## src/design/itaf_pkg.sv

```systemverilog
// ----------------------------------------------------------------------------
// itaf_pkg
// Shared types, character codes and helpers for the integer-to-ASCII
// formatter.
// ----------------------------------------------------------------------------
package itaf_pkg;

  // Conversion kinds carried in the action field
  typedef enum logic [2:0] {
    ACT_CHAR = 3'd0,
    ACT_SDEC = 3'd1,
    ACT_UDEC = 3'd2,
    ACT_HEXL = 3'd3,
    ACT_HEXU = 3'd4,
    ACT_PTR  = 3'd5,
    ACT_PCT  = 3'd6,
    ACT_NONE = 3'd7
  } action_e;

  localparam int unsigned VALUE_W  = 64;
  localparam int unsigned CHAR_W   = 8;
  localparam int unsigned TOTAL_W  = 31;
  localparam int unsigned BIN_W    = 32;  // operand width of the decimal and hex kinds
  localparam int unsigned DEC_DIGS = 10;  // decimal digits of a 32-bit value
  localparam int unsigned HEX_DIGS = 8;   // hex digits of a 32-bit value
  localparam int unsigned PTR_W    = 48;  // pointer bits that are printed
  localparam int unsigned DIG_W    = 64;  // digit shift register width

  localparam logic [CHAR_W-1:0] CH_ZERO    = 8'h30;  // '0'
  localparam logic [CHAR_W-1:0] CH_LOWER_A = 8'h61;  // 'a'
  localparam logic [CHAR_W-1:0] CH_X       = 8'h78;  // 'x'
  localparam logic [CHAR_W-1:0] CH_MINUS   = 8'h2d;  // '-'
  localparam logic [CHAR_W-1:0] CH_PCT     = 8'h25;  // '%'
  localparam logic [CHAR_W-1:0] CASE_OFS   = 8'd32;  // lower to upper case

  localparam logic [TOTAL_W-1:0] COUNT_MAX = 31'h7fff_ffff;

  typedef struct packed {
    logic [2:0]         action;
    logic [VALUE_W-1:0] value;
  } req_item_t;

  typedef struct packed {
    logic [CHAR_W-1:0]  out_char;
    logic               last_char;
    logic [TOTAL_W-1:0] chars_total;
  } chr_item_t;

  // ASCII code of one hex digit
  function automatic logic [CHAR_W-1:0] hex_char(input logic [3:0] d, input logic upper);
    logic [CHAR_W-1:0] c;
    if (d < 4'd10) begin
      c = CH_ZERO + {4'd0, d};
    end else begin
      c = CH_LOWER_A + {4'd0, d} - 8'd10;
      if (upper) begin
        c = c - CASE_OFS;
      end
    end
    return c;
  endfunction

endpackage

```

## src/design/itaf_stream_if.sv

```systemverilog
// ----------------------------------------------------------------------------
// itaf_stream_if
// Valid/ready channel carrying one payload per transaction.
// ----------------------------------------------------------------------------
interface itaf_stream_if #(
  parameter type payload_t = logic
) ();

  logic     valid;
  logic     ready;
  payload_t payload;

  modport source (output valid, output payload, input ready);
  modport sink   (input valid, input payload, output ready);

endinterface

```

## src/design/integer_to_ascii_formatter.sv

```systemverilog
// Flow: char, percent and pointer requests go from ST_IDLE straight to ST_EMIT,
// which writes each character into the output register; hex requests first pass
// ST_SKIP, which drops up to 7 leading zero digits, and decimal requests first run
// bit-serial BCD conversion in ST_CONV, then ST_SKIP with up to 9 drops.
// Throughput: one character per cycle while the sink holds ready; one request at a time.
// Reset clears the running character count and empties the output register.
// ----------------------------------------------------------------------------
// integer_to_ascii_formatter
// Formats one conversion request into ASCII characters, one per transaction,
// flags the last one and keeps a saturating count of all characters sent.
// ----------------------------------------------------------------------------
module integer_to_ascii_formatter
  import itaf_pkg::*;
#(
  parameter int unsigned POINTER_HEX_DIGITS = 12
) (
  input  logic          clk_i,
  input  logic          rst_ni,
  itaf_stream_if.sink   req_i,
  itaf_stream_if.source chr_o
);

  localparam int unsigned MAX_DIGS  = (POINTER_HEX_DIGITS > DEC_DIGS) ?
                                      POINTER_HEX_DIGITS : DEC_DIGS;
  localparam int unsigned NDIG_W    = $clog2(MAX_DIGS + 1);
  localparam int unsigned STEP_W    = $clog2(BIN_W);
  localparam int unsigned PTR_SHIFT = 4 * (16 - POINTER_HEX_DIGITS);
  localparam int unsigned BCD_W     = 4 * DEC_DIGS;
  localparam int unsigned BCD_LO    = DIG_W - BCD_W;

  typedef enum logic [1:0] {
    ST_IDLE,
    ST_CONV,
    ST_SKIP,
    ST_EMIT
  } state_e;

  state_e                state_q;
  logic [DIG_W-1:0]      dig_q;
  logic [BIN_W-1:0]      bin_q;
  logic [STEP_W-1:0]     step_q;
  logic [NDIG_W-1:0]     ndig_q;
  logic [2*CHAR_W-1:0]   pre_q;
  logic [1:0]            pre_n_q;
  logic                  upper_q;
  logic [TOTAL_W-1:0]    cnt_q;
  logic                  ovalid_q;
  chr_item_t             out_q;

  req_item_t             req;
  logic [BIN_W-1:0]      v32;
  logic [BIN_W-1:0]      mag;
  logic [BCD_W-1:0]      bcd_adj;
  logic                  out_free;
  logic [CHAR_W-1:0]     emit_char;
  logic                  emit_last;
  logic [TOTAL_W-1:0]    cnt_inc;
  logic [DIG_W-1:0]      ptr_dig;

  assign req      = req_i.payload;
  assign v32      = req.value[BIN_W-1:0];
  assign mag      = (req.action == ACT_SDEC && v32[BIN_W-1]) ? (~v32 + 32'd1) : v32;
  assign ptr_dig  = {{(DIG_W-PTR_W){1'b0}}, req.value[PTR_W-1:0]} << PTR_SHIFT;
  assign out_free = !ovalid_q || chr_o.ready;
  assign cnt_inc  = (cnt_q == COUNT_MAX) ? cnt_q : cnt_q + 31'd1;

  // Add three to every BCD digit of five or more before the next shift
  always_comb begin
    for (int k = 0; k < DEC_DIGS; k++) begin
      bcd_adj[4*k +: 4] = (dig_q[BCD_LO + 4*k +: 4] >= 4'd5) ?
                          dig_q[BCD_LO + 4*k +: 4] + 4'd3 :
                          dig_q[BCD_LO + 4*k +: 4];
    end
  end

  // Next character: prefix bytes first, then digits from the top nibble
  always_comb begin
    if (pre_n_q != 2'd0) begin
      emit_char = pre_q[2*CHAR_W-1 -: CHAR_W];
      emit_last = (pre_n_q == 2'd1) && (ndig_q == '0);
    end else begin
      emit_char = hex_char(dig_q[DIG_W-1 -: 4], upper_q);
      emit_last = (ndig_q == NDIG_W'(1));
    end
  end

  assign req_i.ready = (state_q == ST_IDLE);
  assign chr_o.valid   = ovalid_q;
  assign chr_o.payload = out_q;

  // Sequencer, digit shift register and output register
  always_ff @(posedge clk_i or negedge rst_ni) begin
    if (!rst_ni) begin
      state_q  <= ST_IDLE;
      dig_q    <= '0;
      bin_q    <= '0;
      step_q   <= '0;
      ndig_q   <= '0;
      pre_q    <= '0;
      pre_n_q  <= '0;
      upper_q  <= 1'b0;
      cnt_q    <= '0;
      ovalid_q <= 1'b0;
      out_q    <= '0;
    end else begin
      // drop the output once taken; a new character may replace it below
      if (chr_o.ready) begin
        ovalid_q <= 1'b0;
      end
      case (state_q)
        ST_IDLE: begin
          if (req_i.valid) begin
            upper_q <= (req.action == ACT_HEXU);
            pre_n_q <= 2'd0;
            ndig_q  <= '0;
            step_q  <= '0;
            case (req.action)
              ACT_CHAR: begin
                pre_q   <= {req.value[CHAR_W-1:0], CH_ZERO};
                pre_n_q <= 2'd1;
                state_q <= ST_EMIT;
              end
              ACT_SDEC, ACT_UDEC: begin
                pre_q   <= {CH_MINUS, CH_ZERO};
                pre_n_q <= {1'b0, (req.action == ACT_SDEC) && v32[BIN_W-1]};
                bin_q   <= mag;
                dig_q   <= '0;
                ndig_q  <= NDIG_W'(DEC_DIGS);
                state_q <= ST_CONV;
              end
              ACT_HEXL, ACT_HEXU: begin
                dig_q   <= {v32, {(DIG_W-BIN_W){1'b0}}};
                ndig_q  <= NDIG_W'(HEX_DIGS);
                state_q <= ST_SKIP;
              end
              ACT_PTR: begin
                pre_q   <= {CH_ZERO, CH_X};
                pre_n_q <= 2'd2;
                dig_q   <= ptr_dig;
                ndig_q  <= NDIG_W'(POINTER_HEX_DIGITS);
                state_q <= ST_EMIT;
              end
              ACT_PCT: begin
                pre_q   <= {CH_PCT, CH_ZERO};
                pre_n_q <= 2'd1;
                state_q <= ST_EMIT;
              end
              default: begin
                state_q <= ST_IDLE;
              end
            endcase
          end
        end
        ST_CONV: begin
          // shift one binary bit into the BCD digits per cycle
          dig_q  <= {bcd_adj[BCD_W-2:0], bin_q[BIN_W-1], {BCD_LO{1'b0}}};
          bin_q  <= {bin_q[BIN_W-2:0], 1'b0};
          step_q <= step_q + STEP_W'(1);
          if (step_q == STEP_W'(BIN_W - 1)) begin
            state_q <= ST_SKIP;
          end
        end
        ST_SKIP: begin
          // drop leading zero digits, keeping at least one
          if (ndig_q > NDIG_W'(1) && dig_q[DIG_W-1 -: 4] == 4'd0) begin
            dig_q  <= {dig_q[DIG_W-5:0], 4'd0};
            ndig_q <= ndig_q - NDIG_W'(1);
          end else begin
            state_q <= ST_EMIT;
          end
        end
        ST_EMIT: begin
          if (out_free) begin
            ovalid_q          <= 1'b1;
            out_q.out_char    <= emit_char;
            out_q.last_char   <= emit_last;
            out_q.chars_total <= cnt_inc;
            cnt_q             <= cnt_inc;
            if (pre_n_q != 2'd0) begin
              pre_q   <= {pre_q[CHAR_W-1:0], CH_ZERO};
              pre_n_q <= pre_n_q - 2'd1;
            end else begin
              dig_q  <= {dig_q[DIG_W-5:0], 4'd0};
              ndig_q <= ndig_q - NDIG_W'(1);
            end
            if (emit_last) begin
              state_q <= ST_IDLE;
            end
          end
        end
        default: begin
          state_q <= ST_IDLE;
        end
      endcase
    end
  end

endmodule

```

## src/flat_wrapper.sv

```systemverilog
// flat-port wrapper written by rule: the top's interface ports become plain ports
module integer_to_ascii_formatter_flat import itaf_pkg::*;
#(
  parameter int unsigned POINTER_HEX_DIGITS = 12
)
  (clk_i, rst_ni, req_i_valid, req_i_payload, req_i_ready, chr_o_valid, chr_o_payload, chr_o_ready);
  itaf_stream_if #(.payload_t(req_item_t)) req_i_i ();
  itaf_stream_if #(.payload_t(chr_item_t)) chr_o_i ();
  input  logic clk_i;
  input  logic rst_ni;
  input wire logic [$bits(req_i_i.valid)-1:0] req_i_valid;
  input wire logic [$bits(req_i_i.payload)-1:0] req_i_payload;
  output wire logic [$bits(req_i_i.ready)-1:0] req_i_ready;
  output wire logic [$bits(chr_o_i.valid)-1:0] chr_o_valid;
  output wire logic [$bits(chr_o_i.payload)-1:0] chr_o_payload;
  input wire logic [$bits(chr_o_i.ready)-1:0] chr_o_ready;
  assign req_i_i.valid = req_i_valid;
  assign req_i_i.payload = req_i_payload;
  assign req_i_ready = req_i_i.ready;
  assign chr_o_valid = chr_o_i.valid;
  assign chr_o_payload = chr_o_i.payload;
  assign chr_o_i.ready = chr_o_ready;
  integer_to_ascii_formatter #(.POINTER_HEX_DIGITS(POINTER_HEX_DIGITS)) u_core (.clk_i(clk_i), .rst_ni(rst_ni), .req_i(req_i_i), .chr_o(chr_o_i));
endmodule
```

## config.mk

```make
export PLATFORM = sky130hd
export DESIGN_NAME = integer_to_ascii_formatter_flat
export DESIGN_NICKNAME = d
export VERILOG_FILES = /design/src/design/itaf_pkg.sv /design/src/design/itaf_stream_if.sv /design/src/design/integer_to_ascii_formatter.sv /design/src/flat_wrapper.sv
export SDC_FILE = /design/constraint.sdc
export NUM_CORES = 1
export LEC_CHECK = 0
export BUFFER_PORTS_ARGS = -buffer_cell sky130_fd_sc_hd__buf_2
export CAP_MARGIN = 20
export CORE_UTILIZATION = 35
export DETAILED_ROUTE_END_ITERATION = 8
export GPL_TIMING_DRIVEN = 0
export PLACE_DENSITY = 0.58
export SYNTH_ARGS = -nofsm -noshare
export SYNTH_HDL_FRONTEND = slang
export SYNTH_SLANG_ARGS = --single-unit
export TNS_END_PERCENT = 1
```

## constraint.sdc

```tcl
create_clock -name clk_i -period 3.6 [get_ports clk_i]
set_clock_uncertainty 0.05 [all_clocks]
set_input_delay 0.36 -clock clk_i [delete_from_list [all_inputs] [get_ports clk_i]]
set_output_delay 0.36 -clock clk_i [all_outputs]
set_load 0.05 [all_outputs]
```

==> results.py <==
metrics = {
    "outcome": {
        "outcome": "finished, final reports clean",
    },
    "cells_and_area": {
        "fillCellCount": 2598,
        "area_growth_pct": 16.3,
        "diodes": 0,
        "drive_gt1_share_pct": 13.7,
        "nets": 1245,
        "finalNonFillerCells": 1483,
    },
    "global_route": {
        "grt_pass1_vias": 8386,
        "grt-busiest-layer": "met2",
        "antenna_found_initial": 0,
        "grt_overflow_total": 0,
        "use_met1_pct": 32.1,
        "met2_usage_pct": 36.4,
        "track_usage_pct": 23.2,
        "grt_max_degree": 94,
        "use_met3_pct": 5.30,
        "grt_pass1_wl_um": 47600,
    },
    "sta": {
        "slew_viol_final": 0,
        "finalCritPeriodShare_pct": 91.2,
        "setup_viol": 0,
        "period_minus_slack_ps": 3280,
        "final-hold-violation-count": 0,
        "slew_headroom_pct": 37.7,
        "worst_pin_slew_ps": 925,
        "rsz0062_at_grt": "no",
        "fmax_ghz": 0.304,
        "layout_setup_ws_ps": 316,
    },
    "critical_path": {
        "critPathCaptureType": "flip-flop",
        "reg2regPathDepth": 9,
        "arrival_ps": 3520,
        "crit_top_cell": "clkbuf_1",
        "start_kind": "flip-flop",
        "r2r_slack_ps": 320,
        "worstPathCellList": "inv_1 -> ha_1 -> clkbuf_1 -> inv_1 -> clkbuf_1 -> nor2_1 -> clkbuf_1 -> a222oi_1 -> a31oi_1",
        "crit_slowest_cell": "a222oi_1",
        "r2r_start": "u_core.state_q[0]$_DFFE_PN0P_",
        "worst-path-max-fanout": 10,
        "slowest_delay_ps": 710,
        "critical_path_class": "reg -> reg",
        "r2r_end": "u_core.dig_q[53]$_DFFE_PN0P_",
        "crit_required_ps": 3840,
    },
    "synthesis": {
        "async_flop_share_pct": 100,
        "avgSynthCellArea_um2": 8.90,
        "synth.area.top_cells": "dfrtp_1 (39%), ha_1 (4.6%), xnor2_1 (4.6%)",
        "syn_inst": 1033,
        "yosysSeqAreaShare_pct": 39.4,
        "synth_area_um2": 9200,
        "synth_cell_types": 75,
        "yosys_warnings": 0,
        "synth_fp_nets": 1138,
        "ys_ff_latch": 145,
        "synth.most_common_cell": "dfrtp_1",
        "synth_edf_count": 0,
        "synth_common_cells": "dfrtp_1 (145), nand2_1 (85), nor2_1 (85)",
        "synth.top_cell.area_share_pct": 39.4,
        "ys.flop_type": "dfrtp_1",
        "yosysTopAreaCell": "dfrtp_1",
    },
    "cts": {
        "clock_sinks": 145,
        "cts_buffer_depth": 2,
        "cts-root-buf": "clkbuf_16",
        "clk_latency_ps": 440,
        "cts_resized": 0,
        "cts_inserted_buffers": 17,
        "clk_pin_slew_ps": 70,
        "cts_tree": "yes",
        "htree_num_levels": 4,
    },
    "power_and_ir_drop": {
        "leakage_uw": 0.00459,
        "p_sw_share_pct": 47.3,
        "power_frac_comb_pct": 50.5,
        "p_int_uw": 5050,
        "vdd.ir_drop.worst_mv": 0.508,
        "pwr-share-clk_pct": 19.8,
        "power.density_nw_per_um2": 897,
        "pwr-share-seq_pct": 29.7,
        "switchingPower_uw": 4540,
    },
    "placed_design": {
        "dp_slack_ps": 448,
        "hpwlAfterDp_um": 22500,
        "io_buffers": 86,
        "placed_cells": 1450,
        "gp_congestion": 0.933,
    },
    "detailed_routing": {
        "vias_per_cell": 5.88,
        "via_count": 8725,
        "routed_wl_um": 30800,
        "first_pass_iters": 8,
        "ant_nets": 0,
        "wl_per_cell_um": 20.7,
        "drt_iter0_markers": 1046,
        "drc": 0,
    },
    "floorplanning": {
        "ioPinCount": 113,
        "dieArea_um2": 26900,
        "fp.dieH_um": 164,
        "core_area_um2": 25500,
        "row_count": 58,
        "start_util_pct": 36.1,
        "die_w_um": 164,
    },
    "hold_path": {
        "hp-start": "req_i_payload[39]",
        "min_to": "u_core.dig_q[55]$_DFFE_PN0P_",
        "whs_path_depth": 3,
        "hp-class": "in -> reg",
    },
    "flow_run": {
        "drv_cap": 0,
    },
}
==> power by group through the flow <==
stage | Combinational [uW] | Sequential, uW | Clock, uW
2_1_floorplan | 3280 | 2920 | 0
3_3_place_gp | 4700 | 2840 | 0
3_5_place_dp | 4760 | 2860 | 0
4_1_cts | 4800 | 2830 | 1920
5_1_grt | 5380 | 2930 | 1980
6_report | 4850 | 2850 | 1890
==> registers in the layout, indices dropped and copies added (netlist names) <==
name	cells
u_core.upper_q	1
u_core.step_q	5
u_core.chr_o.payload	40
u_core.state_q	2
u_core.pre_n_q	2
u_core.ndig_q	4
u_core.chr_o.valid	1
u_core.dig_q	48
u_core.bin_q	32
u_core.pre_q	10
==> layout make-up <==
class	instances	area [um^2]	area share, %
Inverter	42	158	1.47
Timing Repair Buffer	88	474	4.43
Clock inverter	15	183	1.71
Tap cell	330	413	3.86
Multi-Input combinational cell	773	5110	47.8
Buffer	73	300	2.81
Sequential cell	145	3630	33.9
Clock buffer	17	425	3.98
==> cell families (layout without fill, tap and decap cells) <==
group,Yosys count,after routing,share of synthesized area [%]
xor+xnor,73,73,6.95
compound gates,314,314,22.9
simple gates,324,324,17.9
fa+ha+maj,34,34,4.62
mux,28,28,3.21
flops,145,145,39.4
buf+inv,115,235,4.98
==> per-stage QoR <==
| stage | hold WS, ps | cell area (um^2) | power [uW] | setup TNS (ps) | utilization (%) |
|---|---|---|---|---|---|
| final | 198 | 10700 | 9590 | 0 | 42.0 |
| after global routing | 230 | 10700 | 10300 | 0 | 42.0 |
| after CTS | 192 | 10700 | 9540 | 0 | 42.0 |
| after detailed placement | 304 | 10100 | 7620 | 0 | 39.6 |
| after global placement | 409 | 10000 | 7550 | -28900 | 39.4 |
| after floorplan | 14.4 | 9200 | 6200 | 0 | - |
==> layer usage <==
| metal | part of all wire [%] | wire length (um) |
|---|---|---|
| met2 | 45 | 13700 |
| met4 | 2.3 | 720 |
| met1 | 44 | 13600 |
| met5 | 0 | 0 |
| met3 | 8.9 | 2730 |
==> timing repair <==
item                                   4_1_cts  5_1_grt
buffers inserted                             0        0
hold buffers                                 1        0
endpoints found under the hold margin       52        0
==> cells in the final DEF (no fill, tap or decap), drive strengths merged, types with 4 or more instances in the layout <==
cell type    n
a2111oi      4
a211o        4
a21oi       72
a221o        5
a221oi      22
a222oi      20
a22oi        4
a31oi       25
a32o         4
a41oi        5
and2         5
and3        16
and4         6
buf        103
clkbuf      74
dfrtp      145
ha          34
inv         53
mux2        12
mux2i       16
nand2       85
nand2b      17
nand3       24
nand4       15
nor2        85
nor2b        4
nor3        17
nor3b       10
nor4        10
o211ai       4
o21ai       84
o22ai       12
o2bb2ai     10
o31ai       12
or3         10
or4          7
xnor2       48
xor2        25
==> critical path: cells and delay by family, from the launching register on <==
family | cells | cell delay (ps)
flops | 1 | 370
fa+ha+maj | 1 | 260
simple gates | 1 | 280
compound gates | 2 | 890
buf+inv | 5 | 1280
==> how the worst max path moves through the flow <==
stage                                  start                            to  slack (ps)  depth (start not counted)
2_1_floorplan  u_core.state_q[0]$_DFFE_PN0P_  u_core.pre_q[14]$_DFFE_PN0P_        1030                          9
3_3_place_gp                          rst_ni  u_core.dig_q[35]$_DFFE_PN0P_        -210                          1
3_5_place_dp   u_core.state_q[0]$_DFFE_PN0P_  u_core.dig_q[35]$_DFFE_PN0P_         450                          9
4_1_cts        u_core.state_q[0]$_DFFE_PN0P_  u_core.dig_q[35]$_DFFE_PN0P_         440                          9
5_1_grt        u_core.state_q[1]$_DFFE_PN0P_  u_core.dig_q[43]$_DFFE_PN0P_         200                          9
6_report       u_core.state_q[0]$_DFFE_PN0P_  u_core.dig_q[53]$_DFFE_PN0P_         320                          9
(Power assumes the default switching activity.)
